$ cat src/rtl/has_pkg.sv
// has_pkg: shared types and codes for the heading alignment sequencer
// operation codes, motor command codes, phase state type and the reciprocal constant
// no dependencies
package has_pkg;

    // input operation codes
    localparam logic [1:0] OP_TICK   = 2'd0;
    localparam logic [1:0] OP_SET    = 2'd1;
    localparam logic [1:0] OP_CANCEL = 2'd2;

    // motor command codes
    localparam logic [1:0] DIR_NONE  = 2'd0;
    localparam logic [1:0] DIR_STOP  = 2'd1;
    localparam logic [1:0] DIR_RIGHT = 2'd2;
    localparam logic [1:0] DIR_LEFT  = 2'd3;

    // phase codes as seen on the result port
    localparam logic [1:0] PHASE_MEASURE = 2'd0;
    localparam logic [1:0] PHASE_TURN    = 2'd1;
    localparam logic [1:0] PHASE_SETTLE  = 2'd2;

    // heading arithmetic in tenths of a degree
    localparam int HALF_TURN = 1800;
    localparam int FULL_TURN = 3600;

    // 5/6 as a fixed point reciprocal, exact for magnitudes up to half a turn
    localparam int          RECIP_SHIFT = 18;
    localparam logic [17:0] RECIP_5_6   = 18'd218455;

    // register reset values and indexes
    localparam logic [10:0] THRESHOLD_RESET = 11'd25;
    localparam logic [15:0] SETTLE_RESET    = 16'd500;
    localparam logic        REG_THRESHOLD   = 1'b0;
    localparam logic        REG_SETTLE      = 1'b1;

    // sequencer phase, one-hot
    typedef enum logic [2:0] {
        PH_MEASURE = 3'b001,
        PH_TURN    = 3'b010,
        PH_SETTLE  = 3'b100
    } phase_t;

endpackage

$ cat src/rtl/heading_align_sequencer.sv
// heading_align_sequencer: turn-in-place heading alignment sequencer, top level
// holds the target, phase and tick counters and the registered result stage
// depends on has_pkg
//
// usage
//   input channel (in_valid/in_ready) carries one transaction per item: op, heading, target.
//   op tick advances the measure/turn/settle cycle with one compass sample, op set
//   arms a new target heading, op cancel disarms and commands stop.
//   output channel (out_valid/out_ready) returns exactly one transaction per input
//   transaction: direction, success, phase and armed after that item.
//   configuration: cfg_we writes cfg_data into register cfg_index at the clock edge
//   (0 heading threshold, 1 settle wait); write only while no transaction is in flight.
// timing
//   the result register loads at the edge that accepts the item; throughput is one
//   item per cycle while the receiver keeps up, set by the single result register; the state
//   update for an item completes in the same edge, so the next item sees it at once.
// stall and reset
//   while the receiver holds out_ready low and a result is waiting, in_ready drops;
//   a result taken in the same cycle frees the register for the next item.
//   reset clears the target, phase, counters and result valid and loads the register
//   defaults (threshold 25, settle wait 500).
module heading_align_sequencer (
    input  logic               clk,
    input  logic               rst_n,
    // configuration
    input  logic               cfg_we,
    input  logic               cfg_index,
    input  logic [15:0]        cfg_data,
    // input transactions
    input  logic               in_valid,
    output logic               in_ready,
    input  logic [1:0]         op,
    input  logic signed [12:0] heading,
    input  logic [11:0]        target,
    // result transactions
    output logic               out_valid,
    input  logic               out_ready,
    output logic [1:0]         direction,
    output logic               success,
    output logic [1:0]         phase,
    output logic               armed
);

    // configuration registers
    logic [10:0] threshold_reg;
    logic [15:0] settle_wait_reg;

    // sequencer state
    logic [11:0]     target_reg,  target_next;
    logic            armed_reg,   armed_next;
    has_pkg::phase_t phase_reg,   phase_next;
    logic [10:0]     turn_reg,    turn_next;
    logic [15:0]     elapsed_reg, elapsed_next;

    // result register
    logic       out_valid_reg;
    logic [1:0] direction_reg, direction_next;
    logic       success_reg,   success_next;
    logic [1:0] phase_out_reg, phase_out_next;
    logic       armed_out_reg;

    logic accept;

    // heading error datapath
    logic signed [13:0] diff_raw;
    logic signed [13:0] diff_wrap;
    logic [10:0]        err_mag;
    logic [28:0]        turn_prod;
    logic [10:0]        turn_calc;
    logic [15:0]        elapsed_inc;
    logic               sample_ok;
    logic               in_threshold;

    assign in_ready = !out_valid_reg || out_ready;
    assign accept   = in_valid && in_ready;

    // wrapped error target - heading, one wrap step keeps it within half a turn
    assign diff_raw = $signed({2'b00, target_reg}) - $signed({2'b00, heading[11:0]});

    always_comb
    begin
        if (diff_raw > 14'(has_pkg::HALF_TURN))
            diff_wrap = diff_raw - 14'(has_pkg::FULL_TURN);
        else if (diff_raw < -14'(has_pkg::HALF_TURN))
            diff_wrap = diff_raw + 14'(has_pkg::FULL_TURN);
        else
            diff_wrap = diff_raw;
    end

    assign err_mag      = diff_wrap[13] ? 11'(-diff_wrap) : diff_wrap[10:0];
    assign in_threshold = err_mag < threshold_reg;

    // turn length 5*|error|/6 through the fixed point reciprocal
    assign turn_prod = {18'd0, err_mag} * {11'd0, has_pkg::RECIP_5_6};
    assign turn_calc = turn_prod[has_pkg::RECIP_SHIFT +: 11];

    // elapsed counter saturates at full scale
    assign elapsed_inc = (elapsed_reg == 16'hFFFF) ? elapsed_reg : elapsed_reg + 16'd1;
    assign sample_ok   = !heading[12];

    always_comb
    begin
        target_next    = target_reg;
        armed_next     = armed_reg;
        phase_next     = phase_reg;
        turn_next      = turn_reg;
        elapsed_next   = elapsed_reg;
        direction_next = has_pkg::DIR_NONE;
        success_next   = 1'b0;

        case (op)
            has_pkg::OP_TICK:
            begin
                elapsed_next = elapsed_inc;
                if (armed_reg)
                begin
                    case (phase_reg)
                        has_pkg::PH_MEASURE:
                        begin
                            if (sample_ok)
                            begin
                                if (in_threshold)
                                begin
                                    // aligned: stop and disarm
                                    direction_next = has_pkg::DIR_STOP;
                                    success_next   = 1'b1;
                                    armed_next     = 1'b0;
                                end
                                else if (!diff_wrap[13] && diff_wrap != 14'sd0)
                                    direction_next = has_pkg::DIR_RIGHT;
                                else
                                    direction_next = has_pkg::DIR_LEFT;
                                turn_next    = turn_calc;
                                elapsed_next = 16'd0;
                                phase_next   = has_pkg::PH_TURN;
                            end
                        end
                        has_pkg::PH_TURN:
                        begin
                            if (elapsed_inc >= {5'd0, turn_reg})
                            begin
                                direction_next = has_pkg::DIR_STOP;
                                elapsed_next   = 16'd0;
                                phase_next     = has_pkg::PH_SETTLE;
                            end
                        end
                        has_pkg::PH_SETTLE:
                        begin
                            if (elapsed_inc >= settle_wait_reg)
                                phase_next = has_pkg::PH_MEASURE;
                        end
                        default:
                        begin
                            phase_next = has_pkg::PH_MEASURE;
                        end
                    endcase
                end
            end
            has_pkg::OP_SET:
            begin
                target_next = target;
                armed_next  = 1'b1;
            end
            has_pkg::OP_CANCEL:
            begin
                direction_next = has_pkg::DIR_STOP;
                armed_next     = 1'b0;
            end
            default:
            begin
                // unknown op leaves everything as it is
                direction_next = has_pkg::DIR_NONE;
            end
        endcase
    end

    // phase after the item, as reported
    always_comb
    begin
        case (phase_next)
            has_pkg::PH_MEASURE: phase_out_next = has_pkg::PHASE_MEASURE;
            has_pkg::PH_TURN:    phase_out_next = has_pkg::PHASE_TURN;
            has_pkg::PH_SETTLE:  phase_out_next = has_pkg::PHASE_SETTLE;
            default:             phase_out_next = has_pkg::PHASE_MEASURE;
        endcase
    end

    // configuration registers
    always_ff @(posedge clk or negedge rst_n)
    begin
        if (!rst_n)
        begin
            threshold_reg   <= has_pkg::THRESHOLD_RESET;
            settle_wait_reg <= has_pkg::SETTLE_RESET;
        end
        else if (cfg_we)
        begin
            if (cfg_index == has_pkg::REG_THRESHOLD)
                threshold_reg <= cfg_data[10:0];
            else
                settle_wait_reg <= cfg_data;
        end
    end

    // sequencer state, updated on each accepted transaction
    always_ff @(posedge clk or negedge rst_n)
    begin
        if (!rst_n)
        begin
            target_reg  <= 12'd0;
            armed_reg   <= 1'b0;
            phase_reg   <= has_pkg::PH_MEASURE;
            turn_reg    <= 11'd0;
            elapsed_reg <= 16'd0;
        end
        else if (accept)
        begin
            target_reg  <= target_next;
            armed_reg   <= armed_next;
            phase_reg   <= phase_next;
            turn_reg    <= turn_next;
            elapsed_reg <= elapsed_next;
        end
    end

    // result valid
    always_ff @(posedge clk or negedge rst_n)
    begin
        if (!rst_n)
            out_valid_reg <= 1'b0;
        else if (accept)
            out_valid_reg <= 1'b1;
        else if (out_ready)
            out_valid_reg <= 1'b0;
    end

    // result payload
    always_ff @(posedge clk)
    begin
        if (accept)
        begin
            direction_reg <= direction_next;
            success_reg   <= success_next;
            phase_out_reg <= phase_out_next;
            armed_out_reg <= armed_next;
        end
    end

    assign out_valid = out_valid_reg;
    assign direction = direction_reg;
    assign success   = success_reg;
    assign phase     = phase_out_reg;
    assign armed     = armed_out_reg;

endmodule

$ cat config.mk
export PLATFORM = sky130hd
export DESIGN_NAME = heading_align_sequencer
export DESIGN_NICKNAME = d
export VERILOG_FILES = /design/src/rtl/has_pkg.sv /design/src/rtl/heading_align_sequencer.sv
export SDC_FILE = /design/constraint.sdc
export NUM_CORES = 1
export LEC_CHECK = 0
export BUFFER_PORTS_ARGS = -buffer_cell sky130_fd_sc_hd__buf_4
export CAP_MARGIN = 5
export CORE_MARGIN = 4
export CORE_UTILIZATION = 60
export CTS_BUF_LIST = sky130_fd_sc_hd__clkbuf_8
export CTS_CLUSTER_DIAMETER = 120
export DETAILED_ROUTE_END_ITERATION = 10
export PLACE_DENSITY = 0.78
export SLEW_MARGIN = 10
export SYNTH_ARGS = -nofsm -noshare
export SYNTH_HDL_FRONTEND = slang
export SYNTH_SLANG_ARGS = --single-unit
$ cat constraint.sdc
create_clock -name clk -period 21.2 [get_ports clk]
set_input_delay 3.18 -clock clk [delete_from_list [all_inputs] [get_ports clk]]
set_output_delay 3.18 -clock clk [all_outputs]
set_load 0.05 [all_outputs]
== After elaboration in Yosys (flattened, before gate mapping) ==
Index checks and enable logic that the tools add are counted.

* Register bits: 77
* Input port bits: 49
* Word-level logic and storage cells: 80
* Memory bits (read-only): 0
* Memory bits (writable): 0
* Output and inout bits: 8
* Memories: 0
* Latch bits: 0

* Multiplexer cells: 30
* Equal/unequal tests: 8
* Multipliers: 1
* Bitwise logic cells: 5
* Add/sub/neg operators: 5
* Div/mod/pow operators: 0
* $lt $le $gt $ge: 5
* Reduce and logical (&&, ||, !) cells: 14
* Shift operators: 0

{| class="wikitable"
|+ Operator list
! operator !! count
|-
| 16-bit two-way mux || 4
|-
| 16-bit one-hot mux with 2 select lines || 1
|-
| 11-bit by 18-bit multiplier with 29-bit output (second input constant) || 1
|-
| 14-bit two-way mux || 2
|-
| 16-bit by 1-bit adder with 16-bit output (second input constant) || 1
|-
| 16-bit == test (second input constant) || 1
|-
| 16-bit by 11-bit greater-or-equal comparator with 1-bit output || 1
|-
| 16-bit greater-or-equal comparator || 1
|-
| 3-bit two-way mux || 5
|-
| 13-bit by 13-bit adder with 14-bit output (second input constant) || 1
|-
| 14-bit nonzero test || 1
|-
| 13-bit by 13-bit subtractor with 14-bit output (second input constant) || 1
|-
| 13-bit by 12-bit greater-than comparator with 1-bit output (second input constant) || 1
|-
| 13-bit by 12-bit < comparator with 1-bit output (second input constant) || 1
|-
| 12-bit by 12-bit subtractor with 13-bit output || 1
|-
| 2-bit one-hot mux with 2 select lines || 3
|-
| 11-bit < comparator || 1
|-
| 11-bit two-way mux || 1
|-
| 11-bit negation || 1
|-
| 1-bit two-way mux || 9
|-
| 3-bit one-hot mux with 3 select lines || 1
|-
| 2-bit AND reduction || 4
|-
| 3-bit by 2-bit == test with 1-bit output (second input constant) || 2
|-
| 3-bit == test (second input constant) || 2
|-
| 13 further kinds || 21
|}

== Longest topological paths before layout ==
* Word-level depth: 12
* Mapped depth: 39
* Gate-level depth less buffers: 39

== Least setup slack after synthesis ==
OpenSTA, ideal clock, no wires.

* Kind: input to register
* Start: input port heading[0]
* End: register turn_reg[10]
* Setup time: 0.125 ns
* Buffers on the path: 0
* Path slack: 9.319 ns
* Cell stages on the path: 37
* Required time: 21.075 ns
* Arrival time: 11.757 ns
* Cell sequence: ha_1 inv_1 fa_1 a21o_1 a21oi_1 xnor2_2 inv_1 ha_1 nand4_1 a211o_1 a32oi_4 o311a_1 nor4_2 a31oi_1 xnor2_1 inv_1 ha_1 inv_1 ha_1 a21oi_1 fa_1 fa_1 fa_1 fa_1 inv_1 ha_1 a21o_1 a21o_1 a21oi_1 o21ai_0 a2111oi_0 a2111oi_0 a31oi_1 nor2_1 o41ai_1 xnor3_1 mux2_2

* Longest elaborated chain between the ends: 7
* Elaborated cells on any way between the ends: 10
* Those cells by class: add/sub (4); mul (1); order compare (2); mux (3)

{| class="wikitable"
|+ Ends and longest elaborated chain
! element !! RTL line !! source
|-
| from (decl) || heading_align_sequencer.sv:33 || <nowiki>input logic signed [12:0] heading,</nowiki>
|-
| 12-bit by 12-bit subtractor with 13-bit output * || heading_align_sequencer.sv:78 || <nowiki>assign diff_raw = $signed({2'b00, target_reg}) - $signed({2'b00, heading[11:0]});</nowiki>
|-
| 13-bit by 13-bit adder with 14-bit output / 13-bit by 12-bit < comparator with 1-bit output (equally long branches) || heading_align_sequencer.sv:85, heading_align_sequencer.sv:84 ||
|-
| 14-bit two-way mux || heading_align_sequencer.sv:84 || <nowiki>else if (diff_raw < -14'(has_pkg::HALF_TURN))</nowiki>
|-
| 14-bit two-way mux * || heading_align_sequencer.sv:82 || <nowiki>if (diff_raw > 14'(has_pkg::HALF_TURN))</nowiki>
|-
| 11-bit negation || heading_align_sequencer.sv:90 || <nowiki>assign err_mag = diff_wrap[13] ? 11'(-diff_wrap) : diff_wrap[10:0];</nowiki>
|-
| 11-bit two-way mux * || heading_align_sequencer.sv:90 ||
|-
| 11-bit by 18-bit multiplier with 29-bit output * || heading_align_sequencer.sv:94 || <nowiki>assign turn_prod = {18'd0, err_mag} * {11'd0, has_pkg::RECIP_5_6};</nowiki>
|-
| to (signal assigned) || heading_align_sequencer.sv:221 || <nowiki>turn_reg <= turn_next;</nowiki>
|-
| to (decl) || heading_align_sequencer.sv:52 || <nowiki>logic [10:0] turn_reg, turn_next;</nowiki>
|}

Mark *: on every way between the ends. The rest lies on a longest branch, timed or not.
A chain may end at the register's enable or synchronous reset.

== Worst setup path in the final report ==
Ends and elaborated chain as after synthesis.

==> flow_summary.json <==
{
  "run_status": "finished clean",
  "postSynthCellCount": 917,
  "critPathMaxStageDelay_ns": 0.75,
  "crit_fanout": 8,
  "grt_overflow": 0,
  "ys_seq_elements": 77,
  "startpoint_type": "input port",
  "ff2ff_path_depth": 36,
  "hold_violations": 0,
  "slew_headroom_pct": 28.4,
  "cts_setup_buffers": 0,
  "critPathCaptureType": "flop",
  "routed_via_density": 5.71,
  "ys_types": 86,
  "hold_buffers": 0,
  "fin_area_sq_um": 9550,
  "syn_area_sq_um": 8790,
  "yosys-top-cells-count": "158 x inv_1, 138 x ha_1, 61 x dfrtp_1",
  "postSynthAreaPerCell_sq_um": 9.59,
  "cts_max_path_buffers": 2,
  "synth_nets": 1162,
  "cts_sinks": 77,
  "synth_edf_count": 6,
  "fin_setup_tns_ns": 0,
  "hold_ws_ns": 0.484,
  "worstMarginPinSlew_ns": 1.07,
  "htree_levels": 3,
  "post-route-min-period_ns": 12.47,
  "cts_tree": "built",
  "synthArstFlopShare_pct": 92.2,
  "synthFlopType": "dfrtp_1",
  "yosysWarningCount": 0,
  "die_h_microns": 129,
  "grt_usage_pct": 22.9,
  "clkTransAtPathRegs_ns": 0.09,
  "grt_pass1_vias": 6507,
  "die_area_sq_um": 16700,
  "yosysMostFrequentCell": "inv_1",
  "crit_path_top_delay_cell": "xnor2_1",
  "r2r_slack_ns": 11.19,
  "core_area_sq_um": 14100,
  "cts_root_buf": "clkbuf_8",
  "cpLargestDelayFamily": "compound AO/OA/AOI/OAI gates",
  "cts_resized": 0,
  "totalWireLength_microns": 18400,
  "criticalPathCategory": "in2reg",
  "fin_worst_skew_ns": 0.0126,
  "grt_max_degree": 72,
  "register_area_sq_um": 1970,
  "grt_pass1_wl_microns": 31100,
  "path_buf_inv": 7,
  "area_growth_pct": 8.60,
  "drive_above_1_share_pct": 15.6,
  "drt_iter0_drc": 278,
  "min_to": "turn_reg[5]",
  "yosysSeqAreaShare_pct": 22.4,
  "setup_viol": 0,
  "routedWlPerCell_microns": 16.0,
  "multi_input_area_sq_um": 6110,
  "slew_viol_final": 0,
  "max_freq_mhz": 80.2,
  "cp_common_cell": "inv_1",
  "n_fill_cell": 1115,
  "synth_area_leaders": "ha_1 20%, dfrtp_1 17%, fa_1 13%",
  "antenna_found_initial": 0,
  "drc": 0,
  "diodes": 0,
  "fin_crit_sh_pct": 58.8,
  "drtAntennaViolNets": 0,
  "gp_congestion": 0.905,
  "start_util_pct": 62.4,
  "hp-start": "turn_reg[5]",
  "rr_endpoint": "turn_reg[10]",
  "grt_setup_unrepaired": "false",
  "cts_buffers": 9,
  "synth_top_area_share_pct": 19.6,
  "worstHoldPathType": "reg2reg",
  "ios": 57,
  "dpl-instance-area_sq_um": 9350,
  "cp.required_ns": 21.45,
  "insertion_delay_ns": 0.36,
  "portBuffers": 56,
  "reg2reg_from": "target_reg[0]",
  "arrival_ns": 12.72,
  "maxCapViolations": 0,
  "synth_top_area_cell": "ha_1",
  "first_pass_iters": 6,
  "hpwl_microns": 15200,
  "utilization_pct": 67.7,
  "die_w_microns": 129,
  "layout.nets": 1213,
  "num_rows": 43,
  "num_vias": 6580,
  "holdPathStages": 2
}
## final cells by class
class	count	area share, %
Sequential cell	77	20.6
Clock buffer	9	1.30
Inverter	159	6.25
Multi-Input combinational cell	661	64.0
Clock inverter	7	0.786
Tap cell	180	2.36
Timing Repair Buffer	60	4.72
## tightest hold or removal path, cell delays in order, from the launching register on
cell and delay [ns]:
dfrtp_1 0.35, nand2_1 0.05, o21ai_0 0.06
## how the worst max path moves through the flow
stage,from,to,slack (ns),cells after the start
after floorplan,heading[0],turn_reg[10],9.32,37
final,heading[0],turn_reg[10],8.73,36
after detailed placement,heading[0],turn_reg[10],8.48,36
after global placement,heading[0],turn_reg[10],8.72,36
after CTS,heading[0],turn_reg[10],8.85,36
after global routing,heading[0],turn_reg[10],8.25,34
## layout by cell type, fill, tap and decap left out, drive strengths merged, types with 6 or more instances in the layout
master and n:
inv 161, ha 138, dfrtp 61, buf 60
fa 58, nand2 53, o21ai 42, nor2 37
a21oi 36, mux2 34, xnor2 28, a21o 27
nand3 24, xor2 18, o21a 14, a22o 14
nor3 11, nand4 10, nand2b 10, dfstp 10
clkbuf 9, or3 8, a31oi 7, nor2b 6
edfxtp 6, and3 6
## through the flow
stage,std cells,setup WS (ns)
global placement,1137,8.72
CTS,1153,8.85
global route,1153,8.25
detailed placement,1137,8.48
finish,1153,8.73
floorplan,917,9.32
## logic make-up (layout without fill, tap and decap cells)
family	count (synthesis)	count (layout)	share of synthesized area (%)
multiplexers	37	37	4.84
AND/OR/NAND/NOR	186	186	10.7
XOR/XNOR	47	47	5.18
buffers and inverters	179	235	8.14
AO/OA/AOI/OAI	194	194	15.7
adder cells (fa/ha/maj)	197	197	33.0
flip-flops	77	77	22.4
## per-layer routing
metal	track usage (%)	vias to the layer above	routed length (microns)
met5	0	-	0
met4	5.19	0	267
met3	3.30	25	798
met2	37.8	138	8860
met1	32.1	3146	8470
li1	-	3271	-
Power is not shown: default switching activity piles up to over one toggle a cycle in this logic, so the estimate is an artifact.
